<file path="src/hdl/gsr_pkg.sv">
// ----------------------------------------------------------------------------
// gsr_pkg: shared types and constants of the glyph span rasterizer
// Command format between the front and back ends, the back-end state
// encoding, character code constants and the saturating coordinate add.
// ----------------------------------------------------------------------------
package gsr_pkg;

   // glyph geometry and coordinate range
   localparam int          GLYPH_SIZE = 8;
   localparam int          COORD_W    = 12;
   localparam int          ROW_W      = $clog2(GLYPH_SIZE);
   localparam int          COL_W      = ROW_W + 1;
   localparam int          GLYPH_W    = 7;
   localparam logic [11:0] COORD_MAX  = 12'd4095;

   // character codes
   localparam logic [7:0] CHAR_FIRST    = 8'd32;
   localparam logic [7:0] CHAR_LAST     = 8'd127;
   localparam logic [7:0] CHAR_NEWLINE  = 8'd10;
   localparam logic [7:0] CHAR_FALLBACK = 8'd63;

   // action codes
   localparam logic ACTION_LOAD = 1'b0;
   localparam logic ACTION_DRAW = 1'b1;

   // command queue between front and back (depth is a power of two)
   localparam int QUEUE_DEPTH = 4;
   localparam int QPTR_W      = $clog2(QUEUE_DEPTH);
   localparam int QCNT_W      = $clog2(QUEUE_DEPTH + 1);

   typedef struct packed {
      logic                 load;
      logic [9:0]           font_address;
      logic [7:0]           row_bits;
      logic [GLYPH_W-1:0]   glyph;
      logic [COORD_W-1:0]   text_x;
      logic [COORD_W-1:0]   text_y;
   } gsr_cmd_type;

   typedef enum logic [1:0] {
      ST_IDLE,
      ST_FETCH,
      ST_SCAN,
      ST_FINISH
   } gsr_state_type;

   // coordinate plus small offset, clamped at the top of the range
   function automatic logic [COORD_W-1:0] sat_add(input logic [COORD_W-1:0] a,
                                                  input logic [COL_W-1:0]   b);
      logic [COORD_W:0] s;
      s = {1'b0, a} + {{(COORD_W + 1 - COL_W){1'b0}}, b};
      return s[COORD_W] ? COORD_MAX : s[COORD_W-1:0];
   endfunction

endpackage

</file>
<file path="src/hdl/gsr_front.sv">
// ----------------------------------------------------------------------------
// gsr_front: item intake and classification
// Accepts load and draw items, keeps the text cursor, handles newlines
// locally and queues font writes and glyph draws for the back end.
// ----------------------------------------------------------------------------
module gsr_front (
   input  logic                 clock,
   input  logic                 reset,
   input  logic                 req_valid,
   output logic                 req_ready,
   input  logic                 req_action,
   input  logic [9:0]           req_font_address,
   input  logic [7:0]           req_font_row_bits,
   input  logic [7:0]           req_character,
   input  logic [8:0]           req_origin_col,
   input  logic [8:0]           req_origin_row,
   input  logic                 req_first_of_string,
   input  logic                 q_full,
   output logic                 q_push,
   output gsr_pkg::gsr_cmd_type q_cmd
);
   import gsr_pkg::*;

   logic [COORD_W-1:0] text_x_ff, text_x_in;
   logic [COORD_W-1:0] text_y_ff, text_y_in;
   logic [COORD_W-1:0] origin_x_ff, origin_x_in;
   logic [COORD_W-1:0] ox_first, oy_first;
   logic [COORD_W-1:0] ox_cur, cx_cur, cy_cur;
   logic               accept, draw, newline;
   logic [GLYPH_W-1:0] glyph;

   assign req_ready = !q_full;
   assign accept    = req_valid && req_ready;
   assign draw      = accept && (req_action == ACTION_DRAW);
   assign newline   = (req_character == CHAR_NEWLINE);

   // origin in pixels; a 9-bit cell index times eight never exceeds the range
   assign ox_first = {req_origin_col, 3'b000};
   assign oy_first = {req_origin_row, 3'b000};
   assign ox_cur   = req_first_of_string ? ox_first : origin_x_ff;
   assign cx_cur   = req_first_of_string ? ox_first : text_x_ff;
   assign cy_cur   = req_first_of_string ? oy_first : text_y_ff;

   // printable range check, everything else draws as the fallback glyph
   assign glyph = ((req_character < CHAR_FIRST) || (req_character > CHAR_LAST)) ?
                  CHAR_FALLBACK[GLYPH_W-1:0] : req_character[GLYPH_W-1:0];

   // cursor update
   always_comb begin
      origin_x_in = origin_x_ff;
      text_x_in   = text_x_ff;
      text_y_in   = text_y_ff;
      if (draw) begin
         origin_x_in = ox_cur;
         if (newline) begin
            text_x_in = ox_cur;
            text_y_in = sat_add(cy_cur, COL_W'(GLYPH_SIZE));
         end else begin
            text_x_in = sat_add(cx_cur, COL_W'(GLYPH_SIZE));
            text_y_in = cy_cur;
         end
      end
   end

   always_ff @(posedge clock) begin
      if (reset) begin
         origin_x_ff <= '0;
         text_x_ff   <= '0;
         text_y_ff   <= '0;
      end else begin
         origin_x_ff <= origin_x_in;
         text_x_ff   <= text_x_in;
         text_y_ff   <= text_y_in;
      end
   end

   // queue push: every load, and draws other than newline
   always_comb begin
      q_push             = accept && ((req_action == ACTION_LOAD) || !newline);
      q_cmd.load         = (req_action == ACTION_LOAD);
      q_cmd.font_address = req_font_address;
      q_cmd.row_bits     = req_font_row_bits;
      q_cmd.glyph        = glyph;
      q_cmd.text_x       = cx_cur;
      q_cmd.text_y       = cy_cur;
   end

endmodule

</file>
<file path="config.mk">
export PLATFORM = sky130hd
export DESIGN_NAME = gsr_front
export DESIGN_NICKNAME = d
export VERILOG_FILES = /design/src/hdl/gsr_pkg.sv /design/src/hdl/gsr_front.sv
export SDC_FILE = /design/constraint.sdc
export NUM_CORES = 1
export LEC_CHECK = 0
export BUFFER_PORTS_ARGS = -buffer_cell sky130_fd_sc_hd__buf_2
export CORE_MARGIN = 3
export CORE_UTILIZATION = 35
export DETAILED_ROUTE_END_ITERATION = 10
export GPL_TIMING_DRIVEN = 0
export HOLD_SLACK_MARGIN = 0.15
export PLACE_DENSITY = 0.71
export SYNTH_ARGS = -nofsm -noshare
export SYNTH_HDL_FRONTEND = slang
export SYNTH_SLANG_ARGS = --single-unit
</file>
<file path="constraint.sdc">
create_clock -name clock -period 4.6 [get_ports clock]
set_input_delay 0.46 -clock clock [delete_from_list [all_inputs] [get_ports clock]]
set_output_delay 0.46 -clock clock [all_outputs]
set_load 0.005 [all_outputs]
</file>
# After elaboration in Yosys (flattened, before gate mapping)
# Index checks and enable logic that the tools add are counted.
# word_totals
reg_bits	36
latch_bits	0
mem_bits_rw	0
romBits	0
inputBits	50
output_inout_bits	52
word_cells	24
memories	0
# classes
add_sub_neg	2
multipliers	0
n_div	0
order_cmp	2
eq_ne	1
shift	0
n_mux	8
bitwise_logic	1
reduce_logical	7
# ops
operator	count
$mux 12	7
$add 12x4->13 const B	2
$eq 8x4->1 const B	1
$gt 8x7->1 const B	1
$lt 8x6->1 const B	1
$mux 7	1
$logic_and 1x1->1	3
$logic_not 1->1	2
$logic_or 1x1->1	2
$not 1->1	1

# Logic depth before layout (Yosys ltp)
# logic_depth
depth_word	4
mapped_depth	10
mapped_depth_nobuf	7

# Least setup slack after synthesis
# OpenSTA, ideal clock, no wires.
# synth_timing
path_kind	in2reg
start	in req_first_of_string
end	reg text_x_ff[7]
setup_time_ps	70
arrival_ps	2147
required_time_ps	4530
slack_ps	2383
path_stages	9
n_path_buf	3
cell_sequence	buf_6 buf_4 buf_4 o21ai_0 ha_1 nand3_1 xor2_1 a221o_1 a21oi_1
# synth_lines
element	line_no	text
start, declared	gsr_front.sv:17	input logic req_first_of_string,
end signal, assigned	gsr_front.sv:72	text_x_ff <= text_x_in;
end, declared	gsr_front.sv:24	logic [COORD_W-1:0] text_x_ff, text_x_in;

# Final worst setup path
# layout_timing
start	in req_first_of_string
end	reg text_x_ff[7]
# layout_via
elab_chain_cells	4
word_cells_on_any_way	5
classes_between	add/sub: 1; mux: 4
# layout_rtl
element	line_no	text
$mux 12	gsr_front.sv:41	assign cx_cur = req_first_of_string ? ox_first : text_x_ff;
$add 12x4->13	gsr_pkg.sv:51	s = {1'b0, a} + {{(COORD_W + 1 - COL_W){1'b0}}, b};
$mux 12	gsr_pkg.sv:52	return s[COORD_W] ? COORD_MAX : s[COORD_W-1:0];
$mux 12 *	gsr_front.sv:55	if (newline) begin
# Mark *: on every way between the ends. The rest lies on a longest branch, timed or not.
# A chain may end at the register's enable or synchronous reset.

==> impl_metrics.yaml <==
status:
  status: "finished, final reports clean"
placement:
  place_area_sq_um: 2900
  port_buffers: 83
  dp_hpwl_mm: 5.20
  place_congestion: 0.888
synthesis:
  syn_avg_cell_area_sq_um: 8.15
  synthArstFlopShare_pct: 0
  synth_edf_count: 0
  syn_area_sq_um: 2390
  ys_types: 47
  synth_seq_cells: 36
  ys.flop_type: "dfxtp_1"
  netlist_instances: 293
  synth.yosys.seq_area_share_pct: 30.2
  synth_nets: 345
  synth-warning-count: 0
setup_path:
  cp.arrival_ps: 2540
  cp-endpoint: "text_x_ff[7]"
  critical_path.max_fanout: 10
  r2r_cells: 7
  r2r_setup_slack_ps: 2710
  reg2reg_to: "text_x_ff[7]"
  startpoint: "req_first_of_string"
  cp_data_required_time_ps: 4810
  critPathLaunchType: "primary input"
  end_kind: "flip-flop"
  rr_startpoint: "text_x_ff[3]"
  critical_path_class: "in -> reg"
global_route:
  grt_pass1_vias: 2173
  grt_pass1_wl_mm: 10.3
  grt_max_degree: 13
  grt_usage_pct: 17.0
  grt.overflow.total: 0
  antenna_found_initial: 0
pwr:
  clkPwrFrac_pct: 36.3
  p_switching_uw: 200
  p_int_uw: 555
  switching_share_pct: 26.5
  peakVddDrop_mv: 0.103
  p_per_area_nw_per_um2: 251
  leakage_uw: 0.00134
  p_seq_share_pct: 43.5
  power_frac_comb_pct: 20.2
cells_and_area:
  drive_above_1_share_pct: 37.8
  fillers: 645
  final_common_cell: "buf_2"
  syn_to_final_growth_pct: 26.1
  final_cell_area_sq_um: 3010
  nets: 435
  antenna_cells: 0
  layout_common_cells: "buf_2, nand2_1, dfxtp_1"
sta:
  setup_viol: 0
  finalSetupTns_ps: 0
  rsz0062_at_grt: "no"
  fin_skew_ps: 9.55
  period_share_pct: 50.5
  max_freq_mhz: 430
  finalMaxSlewViolations: 0
  slew_headroom_pct: 59.0
  hold_violations: 0
  min_period_ps: 2320
  worst_slew_pin_slew_ps: 615
floorplan:
  rows: 29
  coreArea_sq_um: 6490
  ios: 102
  dieArea_sq_um: 7850
  chipWidth_um: 88.6
  initial_utilization_pct: 36.8
  die_h_um: 88.6
routing:
  dr.pass1.iters: 4
  wl_per_cell_um: 14.7
  post-route-drc-count: 0
  drt-total-wl_mm: 6.78
  antenna_left: 0
  drt_iter0_markers: 216
  via_per_inst: 5.18
  num_vias: 2389
hold_path:
  hold_class: "in -> reg"
clocking:
  path_clk_slew_ps: 70
  ctsResizeCount: 0
  cts_root_buffer: "clkbuf_8"
  cts_tree: "yes"
  cts_hold_buf: 0
  ctsLongestPathBuffers: 2
  clkSinkCount: 36
  cts-htree-levels: 2
  cts_setup_buffers: 0
  clock_latency_ps: 290
  cts_made_buffers: 5
run:
  cap_violations: 0
## stage by stage
stage               utilization (%)  instances  hold WS (ps)  setup WS [ps]  total power (uW)
global route                   46.4        461           457           2150               795
detailed placement             44.7        453           448           1970               487
CTS                            46.4        461           435           2280               760
floorplan                         -        293           432           2380               425
finish                         46.4        461           441           2280               755
global placement               44.7        453           441           2000               485
## sequential cells by signal, summed over array words and instances (netlist names)
register and count:
origin_x_ff 12, text_x_ff 12, text_y_ff 12
## synthesized netlist by cell type (all sizes together) (2+ instances only)
cell type,count,share of area (%)
o211a,3,1.3
clkbuf,7,1.1
nand2b,3,0.79
buf,27,8.4
mux2i,16,6.9
nand4,7,2.4
a21oi,25,5.7
a211oi,13,4.3
xnor2,7,2.6
and3,4,1.0
and2,3,0.79
o21ai,15,3.1
nor2b,7,1.8
or2,5,1.3
nand3,14,2.9
nor3,2,0.63
a31oi,2,0.52
a221o,2,0.84
nand4b,3,1.1
dfxtp,36,30
ha,2,1.0
xor2,6,2.2
nand2,41,6.4
mux2,11,5.3
inv,11,1.7
nor2,10,1.6
## area by class of cell
type / count / area, sq um / share of cell area [%]
buffer: 34 / 228 / 7.56
clock buffer: 5 / 68.8 / 2.29
clock inverter: 3 / 42.5 / 1.41
inverter: 11 / 41.3 / 1.37
multi-input combinational: 212 / 1400 / 46.4
sequential: 36 / 721 / 23.9
tap: 77 / 96.3 / 3.20
timing repair buffer: 83 / 415 / 13.8
## how the worst min path moves through the flow
| stage | start | endpoint | slack (ps) | cells after the start |
|---|---|---|---|---|
| after floorplan | text_y_ff[0] | text_y_ff[0] | 430 | 2 |
| after global placement | text_y_ff[1] | text_y_ff[1] | 440 | 2 |
| after detailed placement | origin_x_ff[9] | origin_x_ff[9] | 450 | 2 |
| after CTS | req_origin_col[8] | origin_x_ff[11] | 440 | 3 |
| after global routing | req_origin_col[0] | origin_x_ff[3] | 460 | 3 |
| final | req_origin_col[8] | origin_x_ff[11] | 440 | 3 |
## logic make-up (layout without fill, tap and decap cells)
kind of cell / after synthesis / count (layout) / synth area share (%)
buf+inv: 45 / 136 / 11.3
xor+xnor: 13 / 13 / 4.77
mux: 27 / 27 / 12.2
simple gates: 104 / 104 / 22.5
compound gates: 66 / 66 / 18.1
flops: 36 / 36 / 30.2
fa+ha+maj: 2 / 2 / 1.05
## routing by layer
metal  global-route usage, %  part of all wire (%)  up-vias
met5                       0                     0        -
li1                        -                     -     1194
met1                    22.0                    44     1075
met3                    2.79                   6.9       15
met2                    28.8                    47      105
met4                    5.63                   2.5        0
## worst max-delay path: stages
cell	delay, ps
buf_2	100
buf_6	160
buf_8	160
clkbuf_1	360
mux2_2	420
ha_1	250
nand3_1	100
xor2_1	70
a221o_1	340
a21oi_1	120
## power groups by stage
| stage | clock (uW) | sequential (uW) | combinational [uW] |
|---|---|---|---|
| finish | 274 | 328 | 153 |
| floorplan | 0 | 333 | 91.6 |
| CTS | 280 | 328 | 153 |
| detailed placement | 0 | 335 | 152 |
| global placement | 0 | 335 | 150 |
| global route | 297 | 330 | 168 |
No activity file was read; power rests on OpenSTA's default activity.
