===== src/hdl/gsr_pkg.sv =====
// ----------------------------------------------------------------------------
// gsr_pkg: shared types and constants of the glyph span rasterizer
// Command format between the front and back ends, the back-end state
// encoding, character code constants and the saturating coordinate add.
// ----------------------------------------------------------------------------
package gsr_pkg;

   // glyph geometry and coordinate range
   localparam int          GLYPH_SIZE = 8;
   localparam int          COORD_W    = 12;
   localparam int          ROW_W      = $clog2(GLYPH_SIZE);
   localparam int          COL_W      = ROW_W + 1;
   localparam int          GLYPH_W    = 7;
   localparam logic [11:0] COORD_MAX  = 12'd4095;

   // character codes
   localparam logic [7:0] CHAR_FIRST    = 8'd32;
   localparam logic [7:0] CHAR_LAST     = 8'd127;
   localparam logic [7:0] CHAR_NEWLINE  = 8'd10;
   localparam logic [7:0] CHAR_FALLBACK = 8'd63;

   // action codes
   localparam logic ACTION_LOAD = 1'b0;
   localparam logic ACTION_DRAW = 1'b1;

   // command queue between front and back (depth is a power of two)
   localparam int QUEUE_DEPTH = 4;
   localparam int QPTR_W      = $clog2(QUEUE_DEPTH);
   localparam int QCNT_W      = $clog2(QUEUE_DEPTH + 1);

   typedef struct packed {
      logic                 load;
      logic [9:0]           font_address;
      logic [7:0]           row_bits;
      logic [GLYPH_W-1:0]   glyph;
      logic [COORD_W-1:0]   text_x;
      logic [COORD_W-1:0]   text_y;
   } gsr_cmd_type;

   typedef enum logic [1:0] {
      ST_IDLE,
      ST_FETCH,
      ST_SCAN,
      ST_FINISH
   } gsr_state_type;

   // coordinate plus small offset, clamped at the top of the range
   function automatic logic [COORD_W-1:0] sat_add(input logic [COORD_W-1:0] a,
                                                  input logic [COL_W-1:0]   b);
      logic [COORD_W:0] s;
      s = {1'b0, a} + {{(COORD_W + 1 - COL_W){1'b0}}, b};
      return s[COORD_W] ? COORD_MAX : s[COORD_W-1:0];
   endfunction

endpackage


===== src/hdl/gsr_queue.sv =====
// ----------------------------------------------------------------------------
// gsr_queue: command queue
// Small register FIFO that decouples the classifying front end from the
// span generating back end.
// ----------------------------------------------------------------------------
module gsr_queue (
   input  logic                 clock,
   input  logic                 reset,
   input  logic                 push,
   input  gsr_pkg::gsr_cmd_type push_cmd,
   output logic                 full,
   input  logic                 pop,
   output logic                 head_valid,
   output gsr_pkg::gsr_cmd_type head_cmd
);
   import gsr_pkg::*;

   gsr_cmd_type         entry_ff [QUEUE_DEPTH];
   logic [QPTR_W-1:0]   wr_ptr_ff, wr_ptr_in;
   logic [QPTR_W-1:0]   rd_ptr_ff, rd_ptr_in;
   logic [QCNT_W-1:0]   count_ff,  count_in;
   logic                do_push, do_pop;

   // status and head
   assign full       = (count_ff == QCNT_W'(QUEUE_DEPTH));
   assign head_valid = (count_ff != '0);
   assign head_cmd   = entry_ff[rd_ptr_ff];
   assign do_push    = push && !full;
   assign do_pop     = pop && head_valid;

   // pointer and fill count update; pointers wrap naturally
   always_comb begin
      wr_ptr_in = do_push ? wr_ptr_ff + 1'b1 : wr_ptr_ff;
      rd_ptr_in = do_pop  ? rd_ptr_ff + 1'b1 : rd_ptr_ff;
      count_in  = count_ff;
      if (do_push && !do_pop) begin
         count_in = count_ff + 1'b1;
      end else if (do_pop && !do_push) begin
         count_in = count_ff - 1'b1;
      end
   end

   always_ff @(posedge clock) begin
      if (reset) begin
         wr_ptr_ff <= '0;
         rd_ptr_ff <= '0;
         count_ff  <= '0;
      end else begin
         wr_ptr_ff <= wr_ptr_in;
         rd_ptr_ff <= rd_ptr_in;
         count_ff  <= count_in;
      end
   end

   // entry storage, no reset
   always_ff @(posedge clock) begin
      if (do_push) begin
         entry_ff[wr_ptr_ff] <= push_cmd;
      end
   end

endmodule


===== config.mk =====
export PLATFORM = sky130hd
export DESIGN_NAME = gsr_queue
export DESIGN_NICKNAME = d
export VERILOG_FILES = /design/src/hdl/gsr_pkg.sv /design/src/hdl/gsr_queue.sv
export SDC_FILE = /design/constraint.sdc
export NUM_CORES = 1
export LEC_CHECK = 0
export BUFFER_PORTS_ARGS = -buffer_cell sky130_fd_sc_hd__buf_2
export CAP_MARGIN = 20
export CORE_MARGIN = 4
export CORE_UTILIZATION = 40
export DETAILED_ROUTE_END_ITERATION = 10
export HOLD_SLACK_MARGIN = 0.02
export PLACE_DENSITY = 0.64
export SYNTH_ARGS = -nofsm -noshare
export SYNTH_HDL_FRONTEND = slang
export SYNTH_SLANG_ARGS = --single-unit

===== constraint.sdc =====
create_clock -name clock -period 2.4 [get_ports clock]
set_input_delay 0.48 -clock clock [delete_from_list [all_inputs] [get_ports clock]]
set_output_delay 0.48 -clock clock [all_outputs]
set_load 0.05 [all_outputs]

Word level (Yosys, flattened, before mapping):

Memories as Yosys holds them, arrays and structs flattened. A register that Yosys moved wholly into a read port is not among the register bits.
Index checks and enable logic that the tools add are counted.

* register bits after elaboration: 7
* bits in writable memories: 200
* bits of input ports: 54
* output and inout port bits: 52
* word-level logic and storage cells: 24
* memories kept: 1

* $add $sub $neg: 4
* equality and inequality tests: 1
* muxes and demuxes: 6
* reductions and logical operators: 9

Memories
* entry_ff: depth 4, width 50, read ports 1, clocked after memory_dff 1, wr ports 1, RTL line gsr_queue.sv:18 `gsr_cmd_type entry_ff [QUEUE_DEPTH];`

Operator list (count)
* 3-bit two-way mux: 2
* 2-bit by 1-bit adder with 2-bit output (second input constant): 2
* 1-bit logical AND: 4
* 2-bit two-way mux: 2
* 3-bit by 1-bit adder with 3-bit output (second input constant): 1
* 3-bit == test (second input constant): 1
* 1-bit logical NOT: 3
* 3-bit nonzero test: 1
* 3-bit by 1-bit subtractor with 3-bit output (second input constant): 1
* 1-bit two-way mux: 2
* 2-bit nonzero test: 1

Depth between registers and ports, before layout:

Gate-level depths: netlist (run 1).

* depth in word-level cells: 7
* depth in mapped cells: 8
* mapped depth without buffers: 8

Worst setup path before layout (run 1):

OpenSTA, ideal clock, no wires.

* path kind: reg-to-reg
* from: register count_ff[0]
* to: memory entry_ff[0][0] (netlist bit), enable pin
* library setup time: 0.413 ns
* arrival: 2.086 ns
* data required time: 1.987 ns
* setup slack: -0.099 ns
* stages on the path, launching flop included: 4
* path buffers: 0
* period minus slack after synthesis: 2.499 ns
* cells stage by stage: dfxtp_1 nor3b_2 nor2_2 and2_1

* word-level cells in the longest chain between the ends: 5

RTL lines
* start, declared: RTL line gsr_queue.sv:21 `logic [QCNT_W-1:0] count_ff, count_in;`
* start signal, assigned: RTL line gsr_queue.sv:51 `count_ff <= count_in;`
* 3-bit == test: RTL line gsr_queue.sv:25 `assign full = (count_ff == QCNT_W'(QUEUE_DEPTH));`
* via full: RTL line gsr_queue.sv:11 `output logic full,`
* 1-bit logical NOT: RTL line gsr_queue.sv:28 `assign do_push = push && !full;`
* 1-bit logical AND: RTL line gsr_queue.sv:28
* via do_push: RTL line gsr_queue.sv:22 `logic do_push, do_pop;`
* 1-bit two-way mux: RTL line gsr_queue.sv:57 `if (do_push) begin`
* 1-bit two-way mux (not written as such): RTL line gsr_queue.sv:58 `entry_ff[wr_ptr_ff] <= push_cmd;`
* end, declared: RTL line gsr_queue.sv:18

The timed path passes the listed nets, and every way through them passes these cells.

==> metrics.md, run 1 <==
| Metric | Value |
|---|---|
| HPWL reported at the end of detailed placement | `8549 um` |
| Final wirelength | `14,690 um` |
| Worst Path Arrival | `1.88 ns` |
| Dpl cell area | `8616 sq um` |
| Placed cell count | `676` |
| Synth Area per Inst | `24.98 sq um` |
| Syn nets | `370` |
| Nets@finish | `511` |
| Setup tns final | `0 ns` |
| Die width | `147.1 um` |
| I/O Pins | `106` |
| R2r worst-path depth | `8` |
| Worst ir drop on vdd | `0.0007671 V` |
| Initial antenna violation count | `2` |
| CP Launch Type | `flop` |
| CP Buf/Inv Count | `3` |
| Global-route wire length before repair | `21,710 um` |
| Drt pass-1 iters | `4` |
| Final Critical Period | `2.357 ns` |
| Number of buffers added on ports | `105` |
| WHS Path Cells | `1` |
| Pleak | `3.305 nW` |
| Clock Skews | `0.009997 ns` |
| Initial Util | `0.4099` |
| Worst EP required | `1.92 ns` |
| Register area share after synthesis | `0.7988` |
| Via count | `3,575` |
| CORE AREA | `18,890 sq um` |
| Skew-Pair Late Insertion Delay | `0.49 ns` |
| Slew HR | `0.7807` |
| CTS Buf Count | `22` |
| Cells after Synth | `310` |
| Non-Filler Instances | `727` |
| Crit share post-route | `0.9820` |
| CTS Sinks | `209` |
| Crit-path cells | `buf_4 > buf_12 > mux4_2 > buf_6` |
| Gr ovfl total | `0` |
| Clock Path Buffers | `3` |
| CTS Root Cell | `clkbuf_16` |
| CP endpoint kind | `output pin` |
| Hold_buf cts | `0` |
| Worst-path clk slew | `0.06 ns` |
| Wirelength per Cell | `20.21 um` |
| N_diodes | `0` |
| Fraction of layout cells with a size suffix above 1 | `0.4647` |
| Reg2reg start | `count_ff[0]` |
| Vias in the first global route | `3,913` |
| RR Endpoint | `count_ff[2]` |
| Min-delay worst type | `in -> reg` |
| GP Congestion | `0.7340` |
| Antenna-violating nets left | `0` |
| Number of max-cap violations | `0` |
| Post-synthesis cell type count | `23` |
| Hold Violations, Final | `0` |
| Crit path max-delay family | `multiplexers` |
| GR Util All Layers | `0.1297` |
| 1st-iter DRT viols | `147` |
| Hold WS | `0.1991 ns` |
| Crit Path Category | `reg -> out` |
| Post-route cell area | `9673 sq um` |
| Highest fanout seen on the critical path | `5` |
| PD cells | `1230 nW/um^2` |
| R2R Setup Slk | `0.22 ns` |
| Status | `finished clean` |
| DIE AREA | `21,650 sq um` |
| HP Start | `push_cmd[3]` |
| Via density | `4.917` |
| H-Tree Depth | `1` |
| Fmax achieved | `424.3 MHz` |
| Worst slew pin tran | `0.3290 ns` |
| Syn-to-layout area delta | `24.92%` |
| Yosys warns | `0` |
| Largest net degree at the start of global routing | `51` |
| Standard-cell rows | `50` |
| Crit path max-delay cell type | `mux4_2` |
| Max stage delay on crit path | `0.54 ns` |
| Final setup vio count | `0` |
| Worst Hold End | `entry_ff[1][3]` |
| Yosys reg bits | `209` |
| Place WS | `0.1733 ns` |
| Final worst slack | `0.04309 ns` |
| CTS tree | `yes` |
| RSZ-0062 raised after global routing | `yes` |
| Synthesized area | `7744 sq um` |
| Fin util | `0.5120` |
| DRC Markers | `0` |
| Die Y | `147.1 um` |
| Power Total | `11.90 mW` |
| Fin. max-slew vios | `0` |
cell families (layout without fill, tap and decap cells):
family,Yosys count,after routing,synth area share
AO/OA/AOI/OAI,6,6,0.005332
multiplexers,52,52,0.1480
flip-flops,209,209,0.7988
AND/OR/NAND/NOR,16,16,0.01212
adder cells (fa/ha/maj),6,6,0.01066
XOR/XNOR,4,4,0.004524
buffers and inverters,17,174,0.02052
layout by cell type (no fill, tap or decap), types with 2 or more instances in the layout:
cell type,netlist,routed
bufinv_16,0,2
buf_6,1,27
ha_1,5,5
mux2i_1,2,2
nor2_1,5,5
and2_2,0,4
mux4_2,50,50
edfxtp_1,200,200
nand2b_1,2,2
o21ai_0,2,2
buf_2,5,66
dfxtp_1,9,7
a21oi_1,2,2
clkbuf_1,1,3
buf_12,5,4
or3_1,3,3
inv_1,4,4
clkbuf_16,0,26
xor2_1,4,4
clkinv_2,0,3
buf_4,0,28
clkinv_1,0,9
repair_timing:
item | 4_1_cts | 5_1_grt
setup endpoints to repair | 42 | 41
cloned | 0 | 5
setup buffers | 2 | 4
gates resized for setup | 14 | 82
area by class of cell:
| class | instances | area (sq um) |
|---|---|---|
| inverter | 4 | 15.01 |
| timing repair buffer | 130 | 1042 |
| fill | 1540 | 9220 |
| clock buffer | 26 | 586.8 |
| sequential | 209 | 6191 |
| clock inverter | 14 | 108.9 |
| tap | 260 | 325.3 |
| multi-input combinational | 84 | 1404 |
metal layers:
layer | track usage | vias to the layer above | wire length, um | share of wire
met5 | 0 | - | 20 | 0.0014
met4 | 0.03961 | 4 | 400 | 0.027
met3 | 0.03825 | 31 | 852 | 0.058
met2 | 0.2210 | 99 | 7336 | 0.50
met1 | 0.1613 | 1841 | 6084 | 0.41
li1 | - | 1600 | - | -
where the power goes:
group	total (mW)	switching, mW	internal [mW]
combinational	4.17	2.52	1.65
clock	3.22	1.27	1.95
sequential	4.50	0.113	4.39
how the worst max path moves through the flow:
| stage | depth (start not counted) | slack [ns] | to | startpoint |
|---|---|---|---|---|
| after floorplan | 8 | 0.09 | count_ff[2] | count_ff[2] |
| after global placement | 9 | 0.28 | count_ff[2] | push |
| after detailed placement | 9 | 0.17 | count_ff[2] | push |
| after CTS | 3 | -0.01 | head_cmd[30] | flop |
| after global routing | 4 | -0.04 | head_cmd[27] | flop |
| final | 4 | 0.04 | head_cmd[30] | flop |
state kept, by name (all words and copies together), names as in the netlist, named ones only:
| register | cells |
|---|---|
| rd_ptr_ff | 2 |
| count_ff | 3 |
| entry_ff | 200 |
| wr_ptr_ff | 2 |
Yosys cell counts (all sizes together):
library cell  instances  share of area
inv                   4         0.0019
or3                   3         0.0024
mux2i                 2         0.0026
nand2b                2         0.0016
o31ai                 1         0.0016
o311ai                1         0.0011
edfxtp              200           0.78
dfxtp                 9          0.023
a21oi                 2         0.0013
buf                  12          0.018
fa                    1         0.0026
nor3b                 1         0.0016
ha                    5         0.0081
o21ai                 2         0.0013
and2                  4         0.0032
nor2                  6         0.0032
xor2                  4         0.0045
mux4                 50           0.15
clkbuf                1        0.00048
Power figures use the tool's default switching activity.
==> inputs of run 2 (changes only) <==
--- a/config.mk
+++ b/config.mk
@@ -11,7 +11,7 @@
 export CORE_UTILIZATION = 40
 export DETAILED_ROUTE_END_ITERATION = 10
 export HOLD_SLACK_MARGIN = 0.02
-export PLACE_DENSITY = 0.64
+export PLACE_DENSITY = 0.6
 export SYNTH_ARGS = -nofsm -noshare
 export SYNTH_HDL_FRONTEND = slang
 export SYNTH_SLANG_ARGS = --single-unit
==> run 2 against run 1 <==
  * Highest routed layer unchanged
  * Final area shrank 1.2%
  * Critical path type unchanged
  * Critical endpoint is now head_cmd[1]
  * Global-route usage shrank 0.14 points
  * Utilization shrank 0.63 points
==> metrics.md, run 2 (synthesized netlist as in run 1, its figures left out) <==
| Metric | Value |
|---|---|
| Status | `finished clean` |
| Initial Util | `0.4099 (unchanged)` |
| Crit path max-delay family | `multiplexers` |
| Top flop regs | `entry_ff x200, count_ff x3` |
| DIE AREA | `21,650 sq um (unchanged)` |
| CP endpoint kind | `output pin` |
| DRC Markers | `0 (unchanged)` |
| Pleak | `3.228 nW (-2.3%)` |
| RSZ-0062 raised after global routing | `yes` |
| Worst EP required | `1.92 ns (about the same)` |
| H-Tree Depth | `1 (unchanged)` |
| Slew HR | `0.7020 (-0.07864)` |
| CTS Sinks | `209 (unchanged)` |
| Worst-path clk slew | `0.06 ns (about the same)` |
| Hold Violations, Final | `0 (unchanged)` |
| Gr ovfl total | `0 (unchanged)` |
| Via count | `3,493 (-2.3%)` |
| Clock Path Buffers | `3 (unchanged)` |
| Number of buffers added on ports | `105 (unchanged)` |
| Worst slew pin tran | `0.4470 ns (+0.1180 ns)` |
| Place WS | `0.2225 ns (+0.04920 ns)` |
| Nets@finish | `498 (-2.5%)` |
| WHS Path Cells | `1 (unchanged)` |
| Worst ir drop on vdd | `0.0005607 V (-27%)` |
| Commonest non-fill, non-tap cell in the layout | `edfxtp_1` |
| Most frequent cells in the layout | `200 x edfxtp_1, 75 x buf_2, 50 x mux4_2` |
| I/O Pins | `106 (unchanged)` |
| Die Y | `147.1 um (unchanged)` |
| Final worst slack | `0.05260 ns (+0.009510 ns)` |
| Highest fanout seen on the critical path | `16 (+11)` |
| Worst path depth | `3 (-1)` |
| Post-CTS setup buffer count | `0 (-2)` |
| Fin. max-slew vios | `0 (unchanged)` |
| Fmax achieved | `426.0 MHz (+0.41%)` |
| Antenna-violating nets left | `0 (unchanged)` |
| Syn-to-layout area delta | `23.38%` |
| # fillers | `1,541 (+0.065%)` |
| CTS Root Cell | `clkbuf_16` |
| Wirelength per Cell | `19.15 um (-5.3%)` |
| Crit Path Category | `reg -> out` |
| Max stage delay on crit path | `0.51 ns (-0.03 ns)` |
| Crit share post-route | `0.9781 (-0.003962)` |
| 1st-iter DRT viols | `110 (-25%)` |
| Skew-Pair Late Insertion Delay | `0.49 ns (about the same)` |
| Max reg flops | `200 (unchanged)` |
| Top reg by flops | `entry_ff` |
| CP Buf/Inv Count | `2 (-1)` |
| Min-delay worst type | `in -> reg` |
| Standard-cell rows | `50 (unchanged)` |
| Final Critical Period | `2.347 ns (-0.009509 ns)` |
| CP Launch Type | `flop` |
| Die width | `147.1 um (unchanged)` |
| Final wirelength | `13,690 um (-6.8%)` |
| Vias in the first global route | `3,787 (-3.2%)` |
| Crit path max-delay cell type | `mux4_2` |
| GR Util All Layers | `0.1283 (-0.001411)` |
| GP Congestion | `0.7127 (-2.9%)` |
| Initial antenna violation count | `2 (unchanged)` |
| Clock Skews | `0.006191 ns (-0.003806 ns)` |
| Worst Path Arrival | `1.87 ns (about the same)` |
| Largest net degree at the start of global routing | `51 (unchanged)` |
| Global-route wire length before repair | `21,510 um (-0.92%)` |
| CTS Buf Count | `22 (unchanged)` |
| R2r worst-path depth | `8 (unchanged)` |
| CTS tree | `yes` |
| Drt pass-1 iters | `4 (unchanged)` |
| Hold_buf cts | `0 (unchanged)` |
| PD cells | `1233 nW/um^2 (+0.27%)` |
| Fraction of layout cells with a size suffix above 1 | `0.4626 (-0.002113)` |
| CORE AREA | `18,890 sq um (unchanged)` |
| Final setup vio count | `0 (unchanged)` |
| Crit-path cells | `buf_16 > mux4_2 > buf_2` |
| Via density | `4.885 (-0.65%)` |
| Setup tns final | `0 ns (unchanged)` |
| Number of max-cap violations | `0 (unchanged)` |
-- run 2: changes by cell type in the layout (fill, tap and decap cells not counted), sizes merged, moves of 3 or more --
cell      delta
buf         -10
clkbuf       -5
clkinv       -3
clkinvlp     +3
-- run 2: through the flow --
| stage | power, mW | util | hold WS (ns) | instances | instance area (sq um) |
|---|---|---|---|---|---|
| finish | 11.78 | 0.5057 | 0.2060 | 715 | 9554 |
| global route | 12.27 | 0.5057 | 0.1900 | 715 | 9554 |
| CTS | 11.84 | 0.5015 | 0.1852 | 714 | 9474 |
| detailed placement | 8.138 | 0.4548 | 0.5191 | 673 | 8593 |
| global placement | 8.111 | 0.4548 | 0.5007 | 673 | 8593 |
| floorplan | 7.433 | - | 0.4818 | 310 | 7749 |
-- run 2: layout make-up --
class | instances | area, sq um | area share
clock inverter | 16 | 160.2 | 0.01676
antenna | 1 | 2.502 | 0.0002619
timing repair buffer | 117 | 877.1 | 0.09180
inverter | 4 | 15.01 | 0.001572
sequential | 209 | 6191 | 0.6480
tap | 260 | 325.3 | 0.03405
multi-input combinational | 84 | 1404 | 0.1469
clock buffer | 24 | 579.3 | 0.06063
-- run 2: final timing paths --
path,from,end,slack (ns)
max,flop,head_cmd[1],0.05
min,push_cmd[11],entry_ff[0][11],0.21
max reg2reg,count_ff[0],count_ff[2],0.27
min reg2reg,wr_ptr_ff[1],wr_ptr_ff[1],0.53
-- run 2: where the power goes --
group	internal (mW)	total [mW]	switching, mW
Sequential	4.39	4.52	0.131
Combinational	1.44	3.88	2.44
Clock	2.07	3.38	1.31
-- run 2: timing repair --
action | in CTS | in global routing
cloned | 1 | 0
hold endpoints to repair | 0 | 0
endpoints found under the setup margin | 32 | 46
resized for setup | 40 | 22
-- run 2: routing by layer --
layer,GRT usage,routed length [um],up-vias
met1,0.1771,5968,1794
li1,-,-,1572
met5,0,13,-
met4,0.03308,336,2
met3,0.03763,853,25
met2,0.2023,6517,100
==> inputs of run 3 (changes only) <==
--- a/config.mk
+++ b/config.mk
@@ -5,13 +5,15 @@
 export SDC_FILE = /design/constraint.sdc
 export NUM_CORES = 1
 export LEC_CHECK = 0
-export BUFFER_PORTS_ARGS = -buffer_cell sky130_fd_sc_hd__buf_2
 export CAP_MARGIN = 20
 export CORE_MARGIN = 4
 export CORE_UTILIZATION = 40
 export DETAILED_ROUTE_END_ITERATION = 10
+export DONT_BUFFER_PORTS = 1
 export HOLD_SLACK_MARGIN = 0.02
-export PLACE_DENSITY = 0.6
+export PLACE_DENSITY = 0.55
+export SETUP_SLACK_MARGIN = 0.2
+export SKIP_CTS_REPAIR_TIMING = 1
 export SYNTH_ARGS = -nofsm -noshare
 export SYNTH_HDL_FRONTEND = slang
 export SYNTH_SLANG_ARGS = --single-unit
==> run 3 against run 2 <==
  * Worst setup slack improved by 0.041 ns
  * Utilization down 2.8 points
  * Sequential power hardly changed
  * Critical path depth did not move
  * Register-to-register slack gained 0.06 ns
  * Critical path type unchanged
==> metrics.md, run 3 (synthesized netlist as in run 1, its figures left out) <==
| Metric | Value |
|---|---|
| Status | `finished clean` |
| CTS tree | `yes` |
| WHS Path Cells | `1 (unchanged)` |
| 1st-iter DRT viols | `170 (+55%)` |
| Fin util | `0.4772 (-0.02848)` |
| CTS Root Cell | `clkbuf_16` |
| Via count | `3,196 (-8.5%)` |
| Die width | `147.1 um (unchanged)` |
| Initial antenna violation count | `0 (-2)` |
| Power Total | `11.35 mW (-3.7%)` |
| Commonest non-fill, non-tap cell in the layout | `edfxtp_1` |
| Via density | `5.147 (+5.3%)` |
| Worst EP required | `1.92 ns (about the same)` |
| Fin. max-slew vios | `0 (unchanged)` |
| CTS Sinks | `209 (unchanged)` |
| R2R Setup Slk | `0.33 ns (+0.06 ns)` |
| Vias in the first global route | `3,505 (-7.4%)` |
| N_diodes | `0 (-1)` |
| Global-route wire length before repair | `20,930 um (-2.7%)` |
| Top flop regs | `entry_ff x200, count_ff x3` |
| PD cells | `1259 nW/um^2 (+2.1%)` |
| Number of buffers added on ports | `0 (-100%)` |
| GP Congestion | `0.7685 (+7.8%)` |
| CTS Buf Count | `22 (unchanged)` |
| Worst Path Arrival | `1.83 ns (-0.04 ns)` |
| R2r worst-path depth | `7 (-1)` |
| Standard-cell rows | `50 (unchanged)` |
| Worst ir drop on vdd | `0.0006836 V (+22%)` |
| DRC Markers | `0 (unchanged)` |
| Final setup vio count | `0 (unchanged)` |
| Most frequent cells in the layout | `200 x edfxtp_1, 50 x mux4_2, 26 x clkbuf_16` |
| I/O Pins | `106 (unchanged)` |
| Gr ovfl total | `0 (unchanged)` |
| DIE AREA | `21,650 sq um (unchanged)` |
| H-Tree Depth | `1 (unchanged)` |
| Highest fanout seen on the critical path | `10 (-6)` |
| Skew-Pair Late Insertion Delay | `0.49 ns (about the same)` |
| Largest net degree at the start of global routing | `29 (-43%)` |
| Crit path max-delay cell type | `mux4_2` |
| CORE AREA | `18,890 sq um (unchanged)` |
| Crit path max-delay family | `multiplexers` |
| Worst-path clk slew | `0.06 ns (about the same)` |
| Slew HR | `0.6798 (-0.02219)` |
| Min-delay worst type | `in -> reg` |
| Fraction of layout cells with a size suffix above 1 | `0.3213 (-0.1412)` |
| Syn-to-layout area delta | `16.43%` |
| Max reg flops | `200 (unchanged)` |
| CP Buf/Inv Count | `2 (unchanged)` |
| Nets@finish | `405 (-19%)` |
| Final Critical Period | `2.307 ns (-0.04067 ns)` |
| CP endpoint kind | `output pin` |
| Antenna-violating nets left | `0 (unchanged)` |
| Crit share post-route | `0.9611 (-0.01695)` |
| RSZ-0062 raised after global routing | `yes` |
| Wirelength per Cell | `22.81 um (+19%)` |
| GR Util All Layers | `0.1262 (-0.002025)` |
| Die Y | `147.1 um (unchanged)` |
| Pleak | `2.839 nW (-12%)` |
| CP Launch Type | `flop` |
| Number of max-cap violations | `0 (unchanged)` |
| Top reg by flops | `entry_ff` |
| Worst path depth | `3 (unchanged)` |
| Final wirelength | `14,160 um (+3.5%)` |
| Max stage delay on crit path | `0.68 ns (+0.17 ns)` |
| # fillers | `1,587 (+3.0%)` |
| Hold Violations, Final | `0 (unchanged)` |
| Crit Path Category | `reg -> out` |
| Initial Util | `0.4099 (unchanged)` |
| Fmax achieved | `433.5 MHz (+1.8%)` |
| Drt pass-1 iters | `4 (unchanged)` |
| Clock Skews | `0.01230 ns (+0.006108 ns)` |
| Clock Path Buffers | `3 (unchanged)` |
| Crit-path cells | `buf_4 > buf_12 > mux4_2` |
| HPWL reported at the end of detailed placement | `8103 um` |
| Worst slew pin tran | `0.4812 ns (+0.03427 ns)` |
==> run 3: report_power, final <==
| group | total, mW | switching (mW) | leakage, nW | internal [mW] |
|---|---|---|---|---|
| combinational | 3.44 | 2.34 | 0.573 | 1.10 |
| sequential | 4.53 | 0.134 | 1.91 | 4.40 |
| clock | 3.37 | 1.30 | 0.357 | 2.07 |
==> run 3: path summary, 6_finish.rpt <==
| check | from | to |
|---|---|---|
| worst min-delay path | reset | count_ff[1] |
| worst max-delay path | flop | head_cmd[32] |
| worst min register to register | wr_ptr_ff[1] | wr_ptr_ff[1] |
| worst max register to register | count_ff[1] | count_ff[2] |
==> run 3: layout make-up <==
type	count	area [sq um]	area share
clock buffers	27	590.6	0.06550
flip-flops and latches	209	6196	0.6872
well taps	260	325.3	0.03608
repair buffers	24	332.8	0.03691
multi-input cells	84	1415	0.1570
clock inverters	13	141.4	0.01568
inverters	4	15.01	0.001665
==> run 3: layer usage <==
metal | up-vias | share of wire | global-route usage | routed length (um)
li1 | 1374 | - | - | -
met5 | - | 0 | 0 | 0
met2 | 101 | 0.48 | 0.2090 | 6859
met1 | 1691 | 0.42 | 0.1595 | 5898
met4 | 0 | 0.022 | 0.03541 | 312
met3 | 30 | 0.077 | 0.04380 | 1092
==> run 3: stage by stage <==
| step | hold slack (ns) | setup WS [ns] | std cells | TNS (ns) | area, sq um |
|---|---|---|---|---|---|
| 2_1_floorplan | 0.4818 | 0.3006 | 310 | 0 | 7755 |
| 3_3_place_gp | 0.4946 | 0.3688 | 570 | 0 | 8089 |
| 3_5_place_dp | 0.5084 | 0.2435 | 570 | 0 | 8089 |
| 4_1_cts | 0.02254 | -0.1043 | 610 | -3.308 | 8821 |
| 5_1_grt | 0.02490 | 0.02570 | 621 | 0 | 9016 |
| 6_report | 0.05284 | 0.09327 | 621 | 0 | 9016 |
